===== src/design/lgms_pkg.sv =====
// ----------------------------------------------------------------------------
// lgms_pkg
// types, constants and helper functions for the lift and grip sequencer
// ----------------------------------------------------------------------------
`default_nettype none

package lgms_pkg;

    localparam int unsigned POS_W   = 32;
    localparam int unsigned JOY_W   = 10;
    localparam int unsigned LIGHT_W = 10;
    localparam int unsigned DRIVE_W = 9;
    localparam int unsigned ANGLE_W = 8;
    localparam int unsigned CODE_W  = 3;
    localparam int unsigned THR_W   = 10;
    localparam int unsigned DIST_W  = 16;
    localparam int unsigned CFG_W   = 16;
    localparam int unsigned CIDX_W  = 2;

    localparam logic [CIDX_W-1:0] REG_LIGHT_THRESHOLD = 2'd0;
    localparam logic [CIDX_W-1:0] REG_LIFT_DISTANCE   = 2'd1;
    localparam logic [CIDX_W-1:0] REG_GRIP_ANGLE      = 2'd2;

    localparam logic [THR_W-1:0]   RST_LIGHT_THRESHOLD = 10'd80;
    localparam logic [DIST_W-1:0]  RST_LIFT_DISTANCE   = 16'd424;
    localparam logic [ANGLE_W-1:0] RST_GRIP_ANGLE      = 8'd90;
    localparam logic [POS_W-1:0]   RST_HOME_POS        = 32'hFFFF_FC19;

    localparam logic [DRIVE_W-1:0] DRIVE_UP   = 9'sd255;
    localparam logic [DRIVE_W-1:0] DRIVE_DOWN = -9'sd255;
    localparam logic [DRIVE_W-1:0] DRIVE_STOP = '0;
    localparam logic [ANGLE_W-1:0] SERVO_MAX  = 8'd180;

    localparam logic [CODE_W-1:0] CODE_CALIBRATE   = 3'd0;
    localparam logic [CODE_W-1:0] CODE_WAIT_LIGHT  = 3'd1;
    localparam logic [CODE_W-1:0] CODE_LIFTING     = 3'd2;
    localparam logic [CODE_W-1:0] CODE_CLOSING     = 3'd3;
    localparam logic [CODE_W-1:0] CODE_WAIT_BUTTON = 3'd4;
    localparam logic [CODE_W-1:0] CODE_OPENING     = 3'd5;
    localparam logic [CODE_W-1:0] CODE_LOWERING    = 3'd6;

    typedef enum logic [6:0] {
        PH_CALIBRATE   = 7'b000_0001,
        PH_WAIT_LIGHT  = 7'b000_0010,
        PH_LIFTING     = 7'b000_0100,
        PH_CLOSING     = 7'b000_1000,
        PH_WAIT_BUTTON = 7'b001_0000,
        PH_OPENING     = 7'b010_0000,
        PH_LOWERING    = 7'b100_0000
    } t_phase;

    function automatic logic [CODE_W-1:0] phase_code(input t_phase ph);
        logic [CODE_W-1:0] code;
        unique case (ph)
            PH_CALIBRATE:   code = CODE_CALIBRATE;
            PH_WAIT_LIGHT:  code = CODE_WAIT_LIGHT;
            PH_LIFTING:     code = CODE_LIFTING;
            PH_CLOSING:     code = CODE_CLOSING;
            PH_WAIT_BUTTON: code = CODE_WAIT_BUTTON;
            PH_OPENING:     code = CODE_OPENING;
            PH_LOWERING:    code = CODE_LOWERING;
            default:        code = CODE_CALIBRATE;
        endcase
        return code;
    endfunction

    // floor(joy * 510 / 1023): shift estimate plus one correction step
    function automatic logic [8:0] joy_scale(input logic [JOY_W-1:0] joy);
        logic [18:0] prod;
        logic [8:0]  q_est;
        logic [10:0] rem;
        prod  = {joy, 9'b0} - {8'b0, joy, 1'b0};
        q_est = prod[18:10];
        rem   = {1'b0, prod[9:0]} + {2'b0, q_est};
        return (rem >= 11'd1023) ? q_est + 9'd1 : q_est;
    endfunction

    function automatic logic [DRIVE_W-1:0] joy_drive(input logic [JOY_W-1:0] joy);
        logic [DRIVE_W:0] full;
        full = 10'sd255 - {1'b0, joy_scale(joy)};
        return full[DRIVE_W-1:0];
    endfunction

endpackage

`default_nettype wire


===== src/design/lift_grip_motion_sequencer.sv =====
// ----------------------------------------------------------------------------
// lift_grip_motion_sequencer
// per-tick sequencer for a lift and gripper: calibrate, lift on light,
// grip, wait for button, release and lower back to the origin
// ----------------------------------------------------------------------------
//  channel  | handshake                 | beat
//  ---------+---------------------------+-------------------------------------
//  sample   | i_in_valid / o_in_stall   | encoder, joystick, light, button
//  result   | o_out_valid / i_out_stall | drive, servo angle, phase, origin
//  config   | i_cfg_we                  | i_cfg_index, i_cfg_data
//
//  one beat per cycle while no stall holds; a beat waits in the input register,
//  where the state update runs, and moves to the result register once that
//  register is empty or its beat is not stalled
//  synchronous active-low reset sets state and config to their reset values and clears both valid flags
//  a stalled result holds; the input register still takes one more beat
// ----------------------------------------------------------------------------
`default_nettype none

module lift_grip_motion_sequencer (
    input  wire logic                           i_clk,
    input  wire logic                           i_rst_n,
    input  wire logic                           i_in_valid,
    output logic                                o_in_stall,
    input  wire logic signed [lgms_pkg::POS_W-1:0]   i_encoder_pos,
    input  wire logic [lgms_pkg::JOY_W-1:0]     i_joystick_y,
    input  wire logic [lgms_pkg::LIGHT_W-1:0]   i_light_level,
    input  wire logic                           i_button_level,
    output logic                                o_out_valid,
    input  wire logic                           i_out_stall,
    output logic signed [lgms_pkg::DRIVE_W-1:0] o_motor_drive,
    output logic [lgms_pkg::ANGLE_W-1:0]        o_servo_angle,
    output logic [lgms_pkg::CODE_W-1:0]         o_phase_code,
    output logic signed [lgms_pkg::POS_W-1:0]   o_origin_pos,
    input  wire logic                           i_cfg_we,
    input  wire logic [lgms_pkg::CIDX_W-1:0]    i_cfg_index,
    input  wire logic [lgms_pkg::CFG_W-1:0]     i_cfg_data
);

    logic [lgms_pkg::THR_W-1:0]   r_light_threshold;
    logic [lgms_pkg::DIST_W-1:0]  r_lift_distance;
    logic [lgms_pkg::ANGLE_W-1:0] r_grip_angle;

    logic                           r_in_valid;
    logic [lgms_pkg::POS_W-1:0]     r_pos;
    logic [lgms_pkg::JOY_W-1:0]     r_joy;
    logic [lgms_pkg::LIGHT_W-1:0]   r_light;
    logic                           r_press;

    lgms_pkg::t_phase               r_phase, n_phase;
    logic [lgms_pkg::POS_W-1:0]     r_home, n_home;
    logic [lgms_pkg::JOY_W-1:0]     r_last_joy, n_last_joy;
    logic [lgms_pkg::DRIVE_W-1:0]   r_drive, n_drive;
    logic [lgms_pkg::ANGLE_W-1:0]   r_angle, n_angle;

    logic                           r_out_valid;
    logic [lgms_pkg::DRIVE_W-1:0]   r_out_drive;
    logic [lgms_pkg::ANGLE_W-1:0]   r_out_angle;
    logic [lgms_pkg::CODE_W-1:0]    r_out_code;
    logic [lgms_pkg::POS_W-1:0]     r_out_home;

    logic out_ready;
    logic fire;
    logic in_take;
    logic lift_done;
    logic [lgms_pkg::POS_W:0] lift_delta;

    assign out_ready  = !r_out_valid || !i_out_stall;
    assign fire       = r_in_valid && out_ready;
    assign o_in_stall = r_in_valid && !out_ready;
    assign in_take    = i_in_valid && !o_in_stall;

    assign lift_delta = {r_pos[lgms_pkg::POS_W-1], r_pos}
                      - {r_home[lgms_pkg::POS_W-1], r_home};
    assign lift_done  = $signed(lift_delta)
                      >= $signed({{(lgms_pkg::POS_W + 1 - lgms_pkg::DIST_W){1'b0}},
                                  r_lift_distance});

    always_comb begin
        n_phase    = r_phase;
        n_home     = r_home;
        n_last_joy = r_last_joy;
        n_drive    = r_drive;
        n_angle    = r_angle;
        unique case (r_phase)
            lgms_pkg::PH_CALIBRATE: begin
                if (r_joy != r_last_joy) begin
                    n_last_joy = r_joy;
                    n_drive    = lgms_pkg::joy_drive(r_joy);
                end
                if (r_press) begin
                    n_home  = r_pos;
                    n_phase = lgms_pkg::PH_WAIT_LIGHT;
                end
            end
            lgms_pkg::PH_WAIT_LIGHT: begin
                if (r_light > r_light_threshold) begin
                    n_drive = lgms_pkg::DRIVE_UP;
                    n_phase = lgms_pkg::PH_LIFTING;
                end
            end
            lgms_pkg::PH_LIFTING: begin
                if (lift_done) begin
                    n_drive = lgms_pkg::DRIVE_STOP;
                    n_phase = lgms_pkg::PH_CLOSING;
                end
            end
            lgms_pkg::PH_CLOSING: begin
                n_angle = (r_grip_angle > lgms_pkg::SERVO_MAX) ? lgms_pkg::SERVO_MAX
                                                               : r_grip_angle;
                n_phase = lgms_pkg::PH_WAIT_BUTTON;
            end
            lgms_pkg::PH_WAIT_BUTTON: begin
                if (r_press) begin
                    n_phase = lgms_pkg::PH_OPENING;
                end
            end
            lgms_pkg::PH_OPENING: begin
                n_angle = '0;
                n_drive = lgms_pkg::DRIVE_DOWN;
                n_phase = lgms_pkg::PH_LOWERING;
            end
            lgms_pkg::PH_LOWERING: begin
                if (r_pos == r_home) begin
                    n_drive = lgms_pkg::DRIVE_STOP;
                    n_phase = lgms_pkg::PH_WAIT_LIGHT;
                end
            end
            default: begin
                n_phase = lgms_pkg::PH_CALIBRATE;
            end
        endcase
    end

    always_ff @(posedge i_clk) begin
        if (!i_rst_n) begin
            r_light_threshold <= lgms_pkg::RST_LIGHT_THRESHOLD;
            r_lift_distance   <= lgms_pkg::RST_LIFT_DISTANCE;
            r_grip_angle      <= lgms_pkg::RST_GRIP_ANGLE;
        end else if (i_cfg_we) begin
            unique case (i_cfg_index)
                lgms_pkg::REG_LIGHT_THRESHOLD: r_light_threshold <= i_cfg_data[lgms_pkg::THR_W-1:0];
                lgms_pkg::REG_LIFT_DISTANCE:   r_lift_distance   <= i_cfg_data[lgms_pkg::DIST_W-1:0];
                lgms_pkg::REG_GRIP_ANGLE:      r_grip_angle      <= i_cfg_data[lgms_pkg::ANGLE_W-1:0];
                default: ;
            endcase
        end
    end

    always_ff @(posedge i_clk) begin
        if (!i_rst_n) begin
            r_in_valid <= 1'b0;
        end else if (in_take) begin
            r_in_valid <= 1'b1;
        end else if (fire) begin
            r_in_valid <= 1'b0;
        end
    end

    always_ff @(posedge i_clk) begin
        if (in_take) begin
            r_pos   <= i_encoder_pos;
            r_joy   <= i_joystick_y;
            r_light <= i_light_level;
            r_press <= i_button_level;
        end
    end

    always_ff @(posedge i_clk) begin
        if (!i_rst_n) begin
            r_phase    <= lgms_pkg::PH_CALIBRATE;
            r_home     <= lgms_pkg::RST_HOME_POS;
            r_last_joy <= '0;
            r_drive    <= lgms_pkg::DRIVE_STOP;
            r_angle    <= '0;
        end else if (fire) begin
            r_phase    <= n_phase;
            r_home     <= n_home;
            r_last_joy <= n_last_joy;
            r_drive    <= n_drive;
            r_angle    <= n_angle;
        end
    end

    always_ff @(posedge i_clk) begin
        if (!i_rst_n) begin
            r_out_valid <= 1'b0;
        end else if (out_ready) begin
            r_out_valid <= r_in_valid;
        end
    end

    always_ff @(posedge i_clk) begin
        if (fire) begin
            r_out_drive <= n_drive;
            r_out_angle <= n_angle;
            r_out_code  <= lgms_pkg::phase_code(n_phase);
            r_out_home  <= n_home;
        end
    end

    assign o_out_valid   = r_out_valid;
    assign o_motor_drive = r_out_drive;
    assign o_servo_angle = r_out_angle;
    assign o_phase_code  = r_out_code;
    assign o_origin_pos  = r_out_home;

`ifndef SYNTHESIS
    a_phase_onehot: assert property (@(posedge i_clk) disable iff (!i_rst_n)
        $onehot(r_phase))
        else $error("phase register lost one-hot form");

    a_drive_range: assert property (@(posedge i_clk) disable iff (!i_rst_n)
        r_drive != 9'h100)
        else $error("drive register outside +-255");

    a_angle_limit: assert property (@(posedge i_clk) disable iff (!i_rst_n)
        r_angle <= lgms_pkg::SERVO_MAX)
        else $error("servo angle above limit");

    a_close_step: assert property (@(posedge i_clk) disable iff (!i_rst_n)
        fire && r_phase == lgms_pkg::PH_CLOSING |=> r_phase == lgms_pkg::PH_WAIT_BUTTON)
        else $error("closing did not advance to wait button");

    a_stall_holds: assert property (@(posedge i_clk) disable iff (!i_rst_n)
        o_in_stall |-> r_in_valid && r_out_valid)
        else $error("input stalled with room downstream");

    a_result_follows: assert property (@(posedge i_clk) disable iff (!i_rst_n)
        fire |=> o_out_valid && o_phase_code == lgms_pkg::phase_code(r_phase))
        else $error("result beat does not match committed state");
`endif

endmodule

`default_nettype wire

===== config.mk =====
export PLATFORM = sky130hd
export DESIGN_NAME = lift_grip_motion_sequencer
export DESIGN_NICKNAME = d
export VERILOG_FILES = /design/src/design/lgms_pkg.sv /design/src/design/lift_grip_motion_sequencer.sv
export SDC_FILE = /design/constraint.sdc
export NUM_CORES = 1
export LEC_CHECK = 0
export ABC_AREA = 1
export BUFFER_PORTS_ARGS = -buffer_cell sky130_fd_sc_hd__clkbuf_2
export CAP_MARGIN = 20
export CORE_MARGIN = 2
export CORE_UTILIZATION = 40
export CTS_CLUSTER_DIAMETER = 120
export DETAILED_ROUTE_END_ITERATION = 8
export PLACE_DENSITY_LB_ADDON = 0.15
export SETUP_SLACK_MARGIN = 0.05
export SYNTH_ARGS = -nofsm -noshare
export SYNTH_HDL_FRONTEND = slang
export SYNTH_SLANG_ARGS = --single-unit

===== constraint.sdc =====
create_clock -name i_clk -period 4.6 [get_ports i_clk]
set_input_delay 0.92 -clock i_clk [delete_from_list [all_inputs] [get_ports i_clk]]
set_output_delay 0.92 -clock i_clk [all_outputs]
set_load 0.03 [all_outputs]

## Word level (Yosys, flattened, before mapping)

Cells that the tools add are included.

| cells by class | value |
|---|---|
| order comparisons | 4 |
| reductions and logical operators | 14 |
| equal/unequal tests | 17 |
| add/subtract/negate cells | 5 |
| multiplexer cells | 19 |

Operators with widths:

| cell | count |
|---|---|
| $mux W32 | 2 |
| $pmux W7 S7 | 1 |
| $mux W9 | 5 |
| $pmux W9 S5 | 1 |
| $mux W7 | 5 |
| $ge A33 B17 Y1 | 1 |
| $sub A32 B32 Y33 | 1 |
| $eq A32 B32 Y1 | 1 |
| $sub A19 B11 Y19 | 1 |
| $pmux W3 S6 | 1 |
| $pmux W8 S2 | 1 |
| $eq A7 B2 Y1 const B | 2 |
| $eq A7 B3 Y1 const B | 2 |
| $eq A7 B4 Y1 const B | 2 |
| $eq A7 B5 Y1 const B | 2 |
| $eq A7 B6 Y1 const B | 2 |
| $eq A7 B7 Y1 const B | 2 |
| $add A10 B9 Y11 | 1 |
| $ge A11 B10 Y1 const B | 1 |
| $gt A10 B10 Y1 | 1 |
| $ne A10 B10 Y1 | 1 |
| $add A9 B1 Y9 const B | 1 |
| $sub A8 B9 Y9 const A | 1 |
| $gt A8 B8 Y1 const B | 1 |
| 12 further kinds | 20 |

| storage, ports and cells | value |
|---|---|
| logic and storage cells | 77 |
| output and inout bits | 54 |
| input bits | 76 |
| register bits | 207 |

## Longest topological paths before layout

| logic depth | value |
|---|---|
| word-level depth | 7 |
| gate-level depth with buffers | 30 |
| depth with buffers taken out | 30 |

## Worst setup path before layout

Ideal clock, no wire load.

| timing | value |
|---|---|
| path type | register to register |
| start | register r_joy[8] in the netlist's numbering |
| end | register r_out_drive, in the netlist o_motor_drive[0], data pin |
| slack | 0.940 ns |
| library setup time | 0.251 ns |
| stages on the path, launching flop included | 26 |
| period minus slack after synthesis | 3.660 ns |
| data required time | 4.349 ns |
| path buffers | 0 |
| data arrival time | 3.409 ns |
| path through | edfxtp_1 > inv_1 > ha_1 > nand2_1 > nor2_1 > nand4_1 > nand2_1 > xor2_2 > inv_1 > ha_1 > a21oi_1 > nor2_1 > nor2_1 > o21ai_0 > nand3_1 > a21oi_1 > o21ai_0 > nand2_2 > inv_2 > nand2_1 > nand3_1 > nand2_1 > nand2_1 > nand2_1 > nand2_1 > inv_1 |

| between the ends | value |
|---|---|
| longest elaborated chain between the ends | 7 |
| elaborated cells between the ends (all ways) | 9 |
| classes of those cells | add/sub: 4; order compare: 1; eq/ne: 1; mux: 3 |

Ends and longest elaborated chain:

| what | line | RTL |
|---|---|---|
| start, declared | lift_grip_motion_sequencer.sv:46 | `logic [lgms_pkg::JOY_W-1:0] r_joy;` |
| start signal, assigned | lift_grip_motion_sequencer.sv:163 | `r_joy <= i_joystick_y;` |
| $sub A19 B11 Y19 | lgms_pkg.sv:72 | `prod = {joy, 9'b0} - {8'b0, joy, 1'b0};` |
| $add A10 B9 Y11 | lgms_pkg.sv:74 | `rem = {1'b0, prod[9:0]} + {2'b0, q_est};` |
| $ge A11 B10 Y1 | lgms_pkg.sv:75 | `return (rem >= 11'd1023) ? q_est + 9'd1 : q_est;` |
| $mux W9 | lgms_pkg.sv:75 |  |
| $sub A8 B9 Y9 | lgms_pkg.sv:80 | `full = 10'sd255 - {1'b0, joy_scale(joy)};` |
| $mux W9 (*) | lift_grip_motion_sequencer.sv:87 | `if (r_joy != r_last_joy) begin` |
| $pmux W9 S5 (*) | lift_grip_motion_sequencer.sv:85 | `unique case (r_phase)` |
| named net n_drive, one bit | lift_grip_motion_sequencer.sv:53 | `logic [lgms_pkg::DRIVE_W-1:0] r_drive, n_drive;` |
| end signal, assigned | lift_grip_motion_sequencer.sv:195 | `r_out_drive <= n_drive;` |
| end, declared | lift_grip_motion_sequencer.sv:57 | `logic [lgms_pkg::DRIVE_W-1:0] r_out_drive;` |

Mark *: on every way through the listed nets, which the timed path passes. The rest lies on a longest branch.
A chain may end at the register's enable or synchronous reset.

## Worst setup path in the final report

| timing | value |
|---|---|
| start | register r_joy[0] in the netlist's numbering |
| end | register r_out_drive, in the netlist o_motor_drive[0], data pin |

The elaborated chain is that of the path after synthesis.

==> results.txt <==
The width of the die is ~180 um. The overall routed net length came out at roughly 32000 um. The leakage power of the design came out at around 0.0070 uW. The longest clock path from root to sink contains 3 buffers. The worst setup path is captured at a flop. The most common flop cell mapped by yosys is edfxtp_1.

The maximum level of the CTS H-tree came out at 1. The number of nets produced by synthesis is ~1800. The clock insertion delay at the later pin of the skew report came out at about 0.51 ns.

The power per unit of standard cell area is 368.2 nW/um2. The share of flip-flops with an asynchronous set or reset came out at 0%. The die area is ~32000 um2. The setup TNS came out at 0 ns. The number of antenna violations at the first check in global routing was 0.

The switching power is between 1500 and 2000 uW. The sink count of the clock tree came out at 207. Global routing consumed, on the met1 layer, a little under a third of the routing resources. After layout, the minimum clock period comes to a little over 4 ns. The post-placement worst setup slack is 0.3864 ns. In the post-synthesis netlist, the biggest area contributors are edfxtp_1 26%, dfxtp_1 17%, nand2_1 13%. In the finished design, the share of the clock period the worst path needs comes to 89.77%. The post-synthesis cell type count came out at 47. The count of mapped cells out of synthesis came out at roughly 1600. Combinational logic burns about 23% of the power. The global-route congestion overflow total is 0. The synthesis-to-finish area growth is 15.65%.

The count of synthesis-stage warnings from yosys came out at 0. Of all nets on the critical path, the largest fanout is 12. Once the floorplan was initialized, standard cells occupied 40.87% of the core. The met2 layer usage reported by global route came out at between 30 and 40%. The startpoint type of the worst setup path is a flop. The sequential area share after synthesis came out at approximately 43%. The count of inserted antenna diode cells came out at 0. Once detailed placement completed, the half-perimeter wirelength came to roughly 25000 um. The global router's overall resource usage came out at about 20%. The register bit total from synthesis is between 200 and 250. The top cell type by area accounts for 25.82% of the synthesized area.

The number of top-level pins is 130. Counting the buffers created by CTS gives 25. The violation count after the first detailed-route iteration came out at approximately 730.

In this run switching power makes up a little under a third of total power. The hold buffer count at cts is 0. The final antenna-violating net count came out at 0. In the routed design, unresolved DRC markers number 0. The congestion estimate from routability-driven global placement came to between 0.9 and 1. The tool flagged a number of max-cap violations equal to 0.

The tightest slew margin relative to the limit came out at 48.53%. The routed length per placed instance came out at between 10 and 15 um. The part of the total power dissipated in the clock network came out at between 30 and 40%. The required time of the critical path came out at roughly 4.9 ns. The synthesized design spends more area on one cell type than any other, namely edfxtp_1. The maximum vdd drop came out at around 0.33 mV.

The final hold violation count is 0. The instance area after placement is between 10000 and 15000 um2. The global routing stage identified its most utilized layer as met1.

The die is around 180 um tall. After routing the design area is between 10000 and 15000 um2. The flow ran to the end, and the final reports show no timing, DRC or antenna violations. The number of search-and-repair iterations in the first detailed-routing pass is 7.

The highest attainable clock frequency is ~240 MHz. The least setup slack across all paths after layout came out at around 0.47 ns. TritonCTS built the clock tree.

Sorting the synthesized cells by how often they occur yields 432 x nand2_1, 297 x inv_1, 135 x o21ai_0. The number of slew-limit violations in the final report is 0. The area of the core is between 20000 and 30000 um2. The cell internal power dissipation is approximately 3600 uW. The number of vias per cell after detailed routing came out at 4.918. At the pin with the least slew margin, the transition time is ~0.77 ns. The layout cell share with drive strength beyond 1 came out at roughly 12%. Entering global routing, the biggest net connects roughly 130 pins. The root buffer cell chosen for the clock tree is clkbuf_16. The clock-pin slew on the worst setup and hold paths is 0.06 ns. Across all layers, the routed design uses approximately 11000 vias.

Summing every instance area after synthesis gives around 12000 um2. The tightest min-delay check is of the reg -> reg type. The number of endpoints failing setup at the final stage came out at 0. The total of buffers placed on input and output ports is between 100 and 150. Setup repair after global routing left no endpoint under its margin. The most instantiated library cell after synthesis is nand2_1. The count of nets after finishing is 1913. The per-instance average area after synthesis is approximately 7.5 um2. The clock arrives with roughly 0.01 ns of skew. The start-to-end type of the worst setup path is reg -> reg. The number of global-route vias before repair came out at 9730. The floorplan has 63 rows. The data arrival time of the critical path came out at 4.40 ns. The first global-routing pass estimated just over 50000 um of wire.

The count of flip-flops with a built-in enable after synthesis is between 100 and 150. The sequential power share came out at between 40% and 50%. The met3 usage in global routing is 2.036%.
layout make-up:
| type | count | area [um2] |
|---|---|---|
| timing repair buffer | 141 | 773.2 |
| multi-input combinational | 1081 | 5722 |
| clock inverter | 5 | 50.05 |
| inverter | 309 | 1161 |
| fill | 3079 | 15750 |
| tap | 390 | 488.0 |
| sequential | 207 | 5195 |
| clock buffer | 40 | 732.0 |
placed cells by master (no fill, tap or decap), drive strengths merged, types with 3 or more instances in the layout:
master  instances
dfxtp         102
nor2          105
xnor2           3
inv           307
and2            7
a21oi         124
edfxtp        105
ha             70
nor3           12
nand4          27
o21ai         138
nand3b          6
nand2         439
o211ai         10
clkinv          6
buf            12
xor2           33
nor4           11
clkbuf        169
nand3          77
power groups by stage:
| stage | combinational, uW | sequential [uW] | clock (uW) |
|---|---|---|---|
| floorplan | 780 | 2230 | 0 |
| CTS | 1180 | 2150 | 1920 |
| global route | 1340 | 2160 | 1990 |
| finish | 1180 | 2140 | 1870 |
| global placement | 1160 | 2180 | 0 |
| detailed placement | 1170 | 2180 | 0 |
logic make-up after synthesis:
group / count (synthesis) / synth area share, %
AO/OA/AOI/OAI: 287 / 12.40
XOR/XNOR: 36 / 2.859
adder cells (fa/ha/maj): 72 / 7.501
buffers and inverters: 344 / 10.68
flip-flops: 207 / 42.55
AND/OR/NAND/NOR: 686 / 24.02
stage by stage:
step	hold WS, ns	instances	utilization (%)	total power (uW)
after detailed placement	0.4577	2126	44.51	3352
final	0.4630	2173	47.27	5199
after global placement	0.4493	2126	44.51	3344
after global routing	0.4826	2173	47.27	5489
after CTS	0.4653	2171	47.12	5244
after floorplan	0.4353	1632	-	3013
worst max-delay path, stage by stage, from the launching register on:
cell	delay, ns
edfxtp_1	0.50
ha_1	0.42
nand2_1	0.07
nor2_1	0.11
nand4_1	0.18
nand2_1	0.16
xor2_2	0.28
inv_1	0.13
ha_1	0.39
a21oi_1	0.22
nor2_1	0.06
nor2_1	0.07
o21ai_0	0.13
nand3_1	0.10
a21oi_1	0.06
o21ai_1	0.23
nand2_2	0.21
inv_2	0.14
nand2_1	0.06
nand3_1	0.09
nand2_1	0.06
nand2_1	0.06
nand2_1	0.04
nand2_1	0.08
inv_1	0.04
final timing paths:
| path | from | endpoint | slack (ns) | depth (start not counted) |
|---|---|---|---|---|
| max | r_joy[0]$_DFFE_PP_ | o_motor_drive[0]$_DFFE_PP_ | 0.47 | 24 |
| min | r_lift_distance[11]$_SDFFE_PN0P_ | r_lift_distance[11]$_SDFFE_PN0P_ | 0.46 | 2 |
| max reg2reg | r_joy[0]$_DFFE_PP_ | o_motor_drive[0]$_DFFE_PP_ | 0.47 | 24 |
| min reg2reg | r_lift_distance[11]$_SDFFE_PN0P_ | r_lift_distance[11]$_SDFFE_PN0P_ | 0.46 | 2 |
sequential cells by signal (all words and copies together) (netlist names), 10 cells and up:
signal and cells:
o_origin_pos 32, r_pos 32, r_light 10, r_joy 10, r_lift_distance 16, r_light_threshold 10, r_home 32, r_last_joy 10
routing by layer:
layer	part of all wire, %	up-vias	wire length (um)
li1	-	5544	-
met1	52	4872	16880
met2	41	236	13360
met3	5.0	34	1622
met4	1.7	0	549
met5	0	-	0
what timing repair did:
item	in CTS	in global routing
gates resized for setup	0	2
endpoints found under the hold margin	0	0
buffers inserted	0	0
endpoints found under the setup margin	0	4
No activity file was read; power rests on OpenSTA's default activity.
